[config.mk]
export PLATFORM = sky130hd
export DESIGN_NAME = ramped_pi_speed_controller_flat
export DESIGN_NICKNAME = d
export VERILOG_FILES = /design/src/rtl/rpsc_pkg.sv /design/src/rtl/rpsc_tick_if.sv /design/src/rtl/rpsc_duty_if.sv /design/src/rtl/rpsc_cfg_if.sv /design/src/rtl/ramped_pi_speed_controller.sv /design/src/flat_wrapper.sv
export SDC_FILE = /design/constraint.sdc
export NUM_CORES = 2
export LEC_CHECK = 0
export ABC_AREA = 1
export BUFFER_PORTS_ARGS = -buffer_cell sky130_fd_sc_hd__buf_2
export CAP_MARGIN = 20
export CORE_ASPECT_RATIO = 0.9
export CORE_UTILIZATION = 50
export CTS_CLUSTER_SIZE = 28
export DETAILED_ROUTE_END_ITERATION = 10
export HOLD_SLACK_MARGIN = 0.06
export PLACE_DENSITY = 0.66
export SLEW_MARGIN = 20
export SYNTH_ARGS = -nofsm -noshare
export SYNTH_HDL_FRONTEND = slang
export SYNTH_SLANG_ARGS = --single-unit
[constraint.sdc]
create_clock -name clk -period 20.1 [get_ports clk]
set_clock_uncertainty 0.15 [all_clocks]
set_input_delay 4.02 -clock clk [delete_from_list [all_inputs] [get_ports clk]]
set_output_delay 4.02 -clock clk [all_outputs]
set_load 0.1 [all_outputs]
[src/rtl/rpsc_pkg.sv]
// Package for the ramped PI speed controller.
// Holds field widths, register indexes and reset values; depends on nothing.
`default_nettype none

package rpsc_pkg;

	// Field widths of the request, result and configuration channels.
	localparam int RPM_W  = 17;
	localparam int GAIN_W = 16;
	localparam int DUTY_W = 16;
	localparam int CFG_IDX_W  = 2;
	localparam int CFG_DATA_W = 16;

	// Default number of fraction bits held by the integrator.
	localparam int INT_FRAC_BITS_DEF = 16;

	// Configuration register indexes.
	typedef enum logic [CFG_IDX_W-1:0] {
		REG_KP_GAIN    = 2'd0,
		REG_KI_DT_GAIN = 2'd1,
		REG_RAMP_STEP  = 2'd2,
		REG_DUTY_MAX   = 2'd3
	} cfg_reg_t;

	// Reset values of the configuration registers.
	localparam logic [GAIN_W-1:0] KP_GAIN_RST    = 16'd0;
	localparam logic [GAIN_W-1:0] KI_DT_GAIN_RST = 16'd0;
	localparam logic [GAIN_W-1:0] RAMP_STEP_RST  = 16'd1;
	localparam logic [DUTY_W-1:0] DUTY_MAX_RST   = 16'hFFFF;

endpackage

`default_nettype wire

[src/rtl/rpsc_tick_if.sv]
// Request channel carrying one control tick (target, measured speed, enable).
// Depends on rpsc_pkg for field widths.
`default_nettype none

interface rpsc_tick_if;
	import rpsc_pkg::*;

	logic                    valid;
	logic                    ready;
	logic signed [RPM_W-1:0] target_rpm;
	logic signed [RPM_W-1:0] measured_rpm;
	logic                    loop_enable;

	modport source (output valid, target_rpm, measured_rpm, loop_enable, input ready);
	modport sink   (input valid, target_rpm, measured_rpm, loop_enable, output ready);
endinterface

`default_nettype wire

[src/rtl/rpsc_duty_if.sv]
// Result channel carrying the PWM duty count.
// Depends on rpsc_pkg for field widths.
`default_nettype none

interface rpsc_duty_if;
	import rpsc_pkg::*;

	logic              valid;
	logic              ready;
	logic [DUTY_W-1:0] duty_count;

	modport source (output valid, duty_count, input ready);
	modport sink   (input valid, duty_count, output ready);
endinterface

`default_nettype wire

[src/rtl/rpsc_cfg_if.sv]
// Configuration write channel: register index and write data.
// Depends on rpsc_pkg for field widths.
`default_nettype none

interface rpsc_cfg_if;
	import rpsc_pkg::*;

	logic                  valid;
	logic                  ready;
	logic [CFG_IDX_W-1:0]  index;
	logic [CFG_DATA_W-1:0] data;

	modport source (output valid, index, data, input ready);
	modport sink   (input valid, index, data, output ready);
endinterface

`default_nettype wire

[src/rtl/ramped_pi_speed_controller.sv]
// Top level of the ramped PI speed controller with anti-windup clamp.
// Depends on rpsc_pkg and the rpsc_tick_if, rpsc_duty_if and rpsc_cfg_if interfaces.
`default_nettype none

// One request is taken per clock cycle unless the result channel stalls. A
// request is captured in an input register; once the result register is
// free, the ramp, the error, both gain products, the integrator update and
// the output clamp are evaluated and written to the result register together
// with the new ramped reference and integrator, so a result is offered from
// the result register and back-to-back requests see each other's state
// without a gap. The loop through the ramp register, the two 17x18
// multipliers and the integrator clamp sets the clock period. Configuration
// writes are always accepted and take effect from the next request onwards.
module ramped_pi_speed_controller #(
	parameter int INTEGRATOR_FRAC_BITS = rpsc_pkg::INT_FRAC_BITS_DEF
) (
	input  wire         clk,
	input  wire         arst_n,
	rpsc_tick_if.sink   tick,
	rpsc_duty_if.source duty,
	rpsc_cfg_if.sink    cfg
);

	import rpsc_pkg::*;

	localparam int FB    = INTEGRATOR_FRAC_BITS;
	localparam int IW    = DUTY_W + FB;
	localparam int ERR_W = RPM_W + 1;
	localparam int PRD_W = GAIN_W + 1 + ERR_W;
	localparam int SW    = FB + 29;
	localparam int ISH_L = (FB >= 16) ? FB - 16 : 0;
	localparam int ISH_R = (FB >= 16) ? 0 : 16 - FB;

	// Configuration registers.
	logic [GAIN_W-1:0] kp_gain_q;
	logic [GAIN_W-1:0] ki_dt_gain_q;
	logic [GAIN_W-1:0] ramp_step_q;
	logic [DUTY_W-1:0] duty_max_q;

	// Controller state.
	logic signed [RPM_W-1:0] ramped_reference_q;
	logic [IW-1:0]           integrator_q;

	// Input register.
	logic                    vld_s1;
	logic signed [RPM_W-1:0] target_s1;
	logic signed [RPM_W-1:0] measured_s1;
	logic                    enable_s1;

	// Result register.
	logic              out_vld_q;
	logic [DUTY_W-1:0] duty_q;

	// Datapath signals.
	logic                    adv_s1;
	logic signed [ERR_W-1:0] diff;
	logic signed [ERR_W-1:0] step_s;
	logic signed [ERR_W-1:0] ramp_sum;
	logic signed [RPM_W-1:0] ramp_nxt;
	logic signed [ERR_W-1:0] err;
	logic signed [PRD_W-1:0] p_prod;
	logic signed [PRD_W-1:0] ki_prod;
	logic signed [SW-1:0]    p_scaled;
	logic signed [SW-1:0]    i_step;
	logic signed [SW-1:0]    i_sum;
	logic signed [SW-1:0]    limit_s;
	logic signed [SW-1:0]    pi_sum;
	logic [IW-1:0]           integ_nxt;
	logic [DUTY_W-1:0]       duty_nxt;

	// Handshakes: the input register moves on whenever the result register is free.
	assign cfg.ready  = 1'b1;
	assign adv_s1     = !out_vld_q || duty.ready;
	assign tick.ready = !vld_s1 || adv_s1;
	assign duty.valid      = out_vld_q;
	assign duty.duty_count = duty_q;

	// Configuration register writes.
	always_ff @(posedge clk or negedge arst_n) begin
		if (!arst_n) begin
			kp_gain_q    <= KP_GAIN_RST;
			ki_dt_gain_q <= KI_DT_GAIN_RST;
			ramp_step_q  <= RAMP_STEP_RST;
			duty_max_q   <= DUTY_MAX_RST;
		end else if (cfg.valid) begin
			unique case (cfg_reg_t'(cfg.index))
				REG_KP_GAIN:    kp_gain_q    <= cfg.data;
				REG_KI_DT_GAIN: ki_dt_gain_q <= cfg.data;
				REG_RAMP_STEP:  ramp_step_q  <= cfg.data;
				REG_DUTY_MAX:   duty_max_q   <= cfg.data;
				default: ;
			endcase
		end
	end

	// Input register valid flag.
	always_ff @(posedge clk or negedge arst_n) begin
		if (!arst_n) begin
			vld_s1 <= 1'b0;
		end else if (tick.ready) begin
			vld_s1 <= tick.valid;
		end
	end

	// Input register payload.
	always_ff @(posedge clk) begin
		if (tick.valid && tick.ready) begin
			target_s1   <= tick.target_rpm;
			measured_s1 <= tick.measured_rpm;
			enable_s1   <= tick.loop_enable;
		end
	end

	// Ramp the reference towards the target by at most one step.
	always_comb begin
		diff   = ERR_W'(target_s1) - ERR_W'(ramped_reference_q);
		step_s = $signed({2'b00, ramp_step_q});
		if (diff > step_s) begin
			ramp_sum = ERR_W'(ramped_reference_q) + step_s;
		end else if (diff < -step_s) begin
			ramp_sum = ERR_W'(ramped_reference_q) - step_s;
		end else begin
			ramp_sum = ERR_W'(target_s1);
		end
		ramp_nxt = ramp_sum[RPM_W-1:0];
		err      = ERR_W'(ramp_nxt) - ERR_W'(measured_s1);
	end

	// Gain products; the integral step is floored when fraction bits are dropped.
	always_comb begin
		p_prod   = $signed({1'b0, kp_gain_q}) * err;
		ki_prod  = $signed({1'b0, ki_dt_gain_q}) * err;
		p_scaled = SW'(p_prod) <<< (FB - 8);
		i_step   = (SW'(ki_prod) <<< ISH_L) >>> ISH_R;
		limit_s  = $signed(SW'({duty_max_q, {FB{1'b0}}}));
	end

	// Integrator update with clamp to zero..duty_max.
	always_comb begin
		i_sum = $signed(SW'(integrator_q)) + i_step;
		if (i_sum > limit_s) begin
			integ_nxt = limit_s[IW-1:0];
		end else if (i_sum[SW-1]) begin
			integ_nxt = '0;
		end else begin
			integ_nxt = i_sum[IW-1:0];
		end
	end

	// Sum of both parts, clamped and truncated to an integer count.
	always_comb begin
		pi_sum = p_scaled + $signed(SW'(integ_nxt));
		if (pi_sum[SW-1]) begin
			duty_nxt = '0;
		end else if (pi_sum > limit_s) begin
			duty_nxt = duty_max_q;
		end else begin
			duty_nxt = pi_sum[FB+DUTY_W-1:FB];
		end
	end

	// State update and result register valid flag.
	always_ff @(posedge clk or negedge arst_n) begin
		if (!arst_n) begin
			ramped_reference_q <= '0;
			integrator_q       <= '0;
			out_vld_q          <= 1'b0;
		end else begin
			if (adv_s1) begin
				out_vld_q <= vld_s1;
			end
			if (vld_s1 && adv_s1) begin
				if (enable_s1) begin
					ramped_reference_q <= ramp_nxt;
					integrator_q       <= integ_nxt;
				end else begin
					ramped_reference_q <= measured_s1;
					integrator_q       <= '0;
				end
			end
		end
	end

	// Result register payload.
	always_ff @(posedge clk) begin
		if (vld_s1 && adv_s1) begin
			duty_q <= enable_s1 ? duty_nxt : '0;
		end
	end

`ifndef NO_ASSERTIONS
	// A disabled tick clears the integrator and the duty and loads the measured speed.
	assert property (@(posedge clk) disable iff (!arst_n)
		vld_s1 && adv_s1 && !enable_s1 |=>
			integrator_q == '0 && duty_q == '0 && ramped_reference_q == $past(measured_s1))
		else $error("disabled tick did not clear the controller state");

	// A produced duty count never exceeds the clamp in force when it was computed.
	assert property (@(posedge clk) disable iff (!arst_n)
		vld_s1 && adv_s1 |=> duty_q <= $past(duty_max_q))
		else $error("duty count above duty_max");

	// A captured request is not lost while the result register is stalled.
	assert property (@(posedge clk) disable iff (!arst_n)
		vld_s1 && !adv_s1 |=> vld_s1 && $stable(target_s1) && $stable(measured_s1))
		else $error("stalled request dropped from the input register");
`endif

endmodule

`default_nettype wire
[src/flat_wrapper.sv]
// flat-port wrapper written by rule: the top's interface ports become plain ports
module ramped_pi_speed_controller_flat import rpsc_pkg::*;
#(
	parameter int INTEGRATOR_FRAC_BITS = rpsc_pkg::INT_FRAC_BITS_DEF
)
  (clk, arst_n, tick_valid, tick_target_rpm, tick_measured_rpm, tick_loop_enable, tick_ready, duty_valid, duty_duty_count, duty_ready, cfg_valid, cfg_index, cfg_data, cfg_ready);
  rpsc_tick_if tick_i ();
  rpsc_duty_if duty_i ();
  rpsc_cfg_if cfg_i ();
  input  wire clk;
  input  wire arst_n;
  input wire logic [$bits(tick_i.valid)-1:0] tick_valid;
  input wire logic [$bits(tick_i.target_rpm)-1:0] tick_target_rpm;
  input wire logic [$bits(tick_i.measured_rpm)-1:0] tick_measured_rpm;
  input wire logic [$bits(tick_i.loop_enable)-1:0] tick_loop_enable;
  output wire logic [$bits(tick_i.ready)-1:0] tick_ready;
  output wire logic [$bits(duty_i.valid)-1:0] duty_valid;
  output wire logic [$bits(duty_i.duty_count)-1:0] duty_duty_count;
  input wire logic [$bits(duty_i.ready)-1:0] duty_ready;
  input wire logic [$bits(cfg_i.valid)-1:0] cfg_valid;
  input wire logic [$bits(cfg_i.index)-1:0] cfg_index;
  input wire logic [$bits(cfg_i.data)-1:0] cfg_data;
  output wire logic [$bits(cfg_i.ready)-1:0] cfg_ready;
  assign tick_i.valid = tick_valid;
  assign tick_i.target_rpm = tick_target_rpm;
  assign tick_i.measured_rpm = tick_measured_rpm;
  assign tick_i.loop_enable = tick_loop_enable;
  assign tick_ready = tick_i.ready;
  assign duty_valid = duty_i.valid;
  assign duty_duty_count = duty_i.duty_count;
  assign duty_i.ready = duty_ready;
  assign cfg_i.valid = cfg_valid;
  assign cfg_i.index = cfg_index;
  assign cfg_i.data = cfg_data;
  assign cfg_ready = cfg_i.ready;
  ramped_pi_speed_controller #(.INTEGRATOR_FRAC_BITS(INTEGRATOR_FRAC_BITS)) u_core (.clk(clk), .arst_n(arst_n), .tick(tick_i), .duty(duty_i), .cfg(cfg_i));
endmodule
==> impl_metrics.json <==
{
  "run_status": "completed",
  "cp_common_cell": "nand2_1",
  "hold_class": "reg2reg",
  "clk_pin_slew_ns": 0.08,
  "rsz0062_at_grt": "no",
  "chipWidth_um": 291.0,
  "core_area_mm2": 0.07374,
  "synth-seq-cells": 166,
  "vias": 32150,
  "critPathMaxFanout": 32,
  "synth-async-reset-ratio_pct": 69.28,
  "grt.total_usage_pct": 34.48,
  "cts_num_sinks": 166,
  "grt_pass1_wl_mm": 194.5,
  "route.detailed.drc": 0,
  "gp_congestion": 1.026,
  "port_buffers": 75,
  "layout_common_cells": "inv_1, nand2_1, fa_1, nor2_1, ha_1",
  "nFillCells": 7123,
  "syn_inst": 4853,
  "drv_cap": 0,
  "fin_crit_ns": 18.30,
  "drive_gt1_share_pct": 5.516,
  "tns_ns": 0,
  "cts_buffers": 17,
  "post-dp-hpwl_mm": 106.3,
  "synthesis.nets": 5881,
  "fp-row-count": 94,
  "cp-end-kind": "flop",
  "grt_use_met3_pct": 12.18,
  "grt_max_degree": 71,
  "path_class": "reg2reg",
  "clock_latency_ns": 0.49,
  "vias_per_cell": 5.506,
  "ys_seq_area_share_pct": 11.79,
  "synth-edff-count": 51,
  "cts_tree": "yes",
  "top_usage_layer": "met1",
  "fp.dieH_um": 262.1,
  "mappedNetlistArea_mm2": 0.03758,
  "finalCritPeriodShare_pct": 91.05,
  "antenna_left": 0,
  "cp.arrival_ns": 18.41,
  "synth_ff_type": "dfrtp_1",
  "area_delta_synth_final_pct": 5.527,
  "drt-total-wl_mm": 126.7,
  "first_pass_iters": 6,
  "relSlewSlack_pct": 17.10,
  "io_pins": 77,
  "wl_per_cell_um": 21.71,
  "synth.avg_cell_area_um2": 7.743,
  "cts.path.max_buffers": 2,
  "yosys_warnings": 0,
  "gr-total-overflow": 0,
  "use_met1_pct": 50.92,
  "start_util_pct": 50.96,
  "grt_pass1_vias": 31650,
  "hold_viol_final": 0,
  "crit_required_ns": 20.20,
  "max_freq_mhz": 54.64,
  "antenna_found_initial": 3,
  "dieArea_mm2": 0.07625,
  "nets": 5892,
  "ctsHtreeMaxLevel": 4,
  "cts_root_buffer": "clkbuf_16",
  "maxSlewViolCount": 0,
  "start_kind": "flop",
  "cts_hold_buf": 0,
  "cp_slowest_cell": "xnor2_1",
  "final_common_cell": "inv_1",
  "tightest_slew_ns": 1.227,
  "synthDistinctLibCells": 61,
  "cpPeakStageDelay_ns": 0.63,
  "setup_viol": 0,
  "grtUsageMet2_pct": 47.60,
  "drt_iter0_drc": 3519
}
## registers in the layout (all words and copies together), names as in the netlist
register and flops:
u_core.vld_s1 1, u_core.duty.duty_count 16, u_core.measured_s1 17, u_core.ramped_reference_q 17
u_core.duty.valid 1, u_core.ramp_step_q 16, u_core.ki_dt_gain_q 16, u_core.integrator_q 32
u_core.target_s1 17, u_core.kp_gain_q 16, u_core.duty_max_q 16, u_core.enable_s1 1
## cell usage after synthesis, types with 3 or more instances
library cell  count  area share (%)
a211oi_1          8            0.16
a21boi_0          8            0.16
a21o_1           16            0.32
a21oi_1         207             2.8
a31oi_1           7            0.12
buf_1             3           0.030
buf_2            11            0.15
buf_4             7            0.14
buf_6             3           0.090
clkbuf_1        112             1.1
clkinv_1         15            0.15
dfrtp_1          98             6.5
dfstp_2          17             1.2
edfxtp_1         51             4.1
fa_1            633              34
ha_1            337              11
inv_1          1118              11
inv_2             6           0.060
nand2_1        1002              10
nand2_2          28            0.47
nand2_4           4            0.12
nand3_1         204             2.7
nand3b_1         21            0.42
nand4_1          43            0.72
nor2_1          448             4.5
nor2_2            9            0.15
nor2_4            3           0.090
nor3_1           32            0.43
nor4_1           11            0.18
o211ai_1          5            0.10
o21a_1            6            0.12
o21ai_0         159             2.1
o21ai_1          17            0.23
o21bai_1         15            0.30
o221ai_1          3           0.070
o22ai_1          10            0.17
o31ai_1           7            0.14
or2_1             4           0.067
or2_2            14            0.23
xnor2_1          35            0.82
xor2_1           89             2.1
## cell type report
| type | instances | area (um2) | area share [%] |
|---|---|---|---|
| multi-input combinational | 3410 | 28360 | 71.52 |
| sequential | 166 | 4432 | 11.18 |
| inverter | 1140 | 4290 | 10.82 |
| tap | 960 | 1201 | 3.029 |
| timing repair buffer | 129 | 810.8 | 2.045 |
| clock buffer | 21 | 471.7 | 1.190 |
| clock inverter | 11 | 86.33 | 0.2177 |
| antenna | 1 | 2.502 | 0.006311 |
## critical path: cells and delay by family (launching register included)
kind	cells	cell delay [ns]
AOI/OAI and AO/OA	16	2.20
xor gates and xnor gates	3	0.89
adders and majority gates	14	5.42
buffers and inverters	12	0.97
DFF	1	0.43
and+or+nand+nor	67	7.94
## cells by family (layout without fill, tap and decap cells)
group | count (synthesis) | after routing | share of synthesized area, %
simple gates | 1836 | 1836 | 20.39
buf+inv | 1277 | 1301 | 12.93
fa+ha+maj | 970 | 970 | 44.95
compound gates | 478 | 478 | 6.999
flops | 166 | 166 | 11.79
xor+xnor | 125 | 125 | 2.934
other cells | 1 | 2 | 0.009980
## final timing paths
kind	start	slack, ns	cells past startpoint	end
hold reg to reg	u_core.integrator_q[0]	0.36	2	u_core.integrator_q[0]
max in group asynchronous	arst_n	14.94	2	u_core.integrator_q[2]
hold / removal	u_core.integrator_q[0]	0.36	2	u_core.integrator_q[0]
min in group asynchronous	arst_n	3.42	1	u_core.ramp_step_q[13]
setup reg to reg	u_core.ramped_reference_q[2]	1.80	112	u_core.duty.duty_count[6]
setup / recovery	u_core.ramped_reference_q[2]	1.80	112	u_core.duty.duty_count[6]
## stage by stage
stage | setup WS, ns | cell area (um2) | util [%] | hold WS, ns | cells
floorplan | 4.063 | 37580 | - | 0.3094 | 4853
global placement | 1.360 | 38930 | 52.79 | 0.3299 | 5797
detailed placement | 0.9037 | 38930 | 52.79 | 0.3371 | 5797
CTS | 0.8429 | 39490 | 53.55 | 0.3547 | 5829
global route | 0.04654 | 39650 | 53.77 | 0.3950 | 5837
finish | 1.798 | 39650 | 53.77 | 0.3570 | 5838
## timing repair
action	in CTS	in global routing
buffers inserted	0	6
gates resized for setup	0	21
endpoints found under the setup margin	0	16
## metal layers
| layer | up-vias | wire (um) |
|---|---|---|
| met5 | - | 17 |
| met3 | 176 | 17190 |
| met1 | 15730 | 56640 |
| li1 | 14700 | - |
| met2 | 1533 | 49760 |
| met4 | 4 | 3112 |
Power is not shown: default switching activity piles up to over one toggle a cycle in this logic, so the estimate is an artifact.
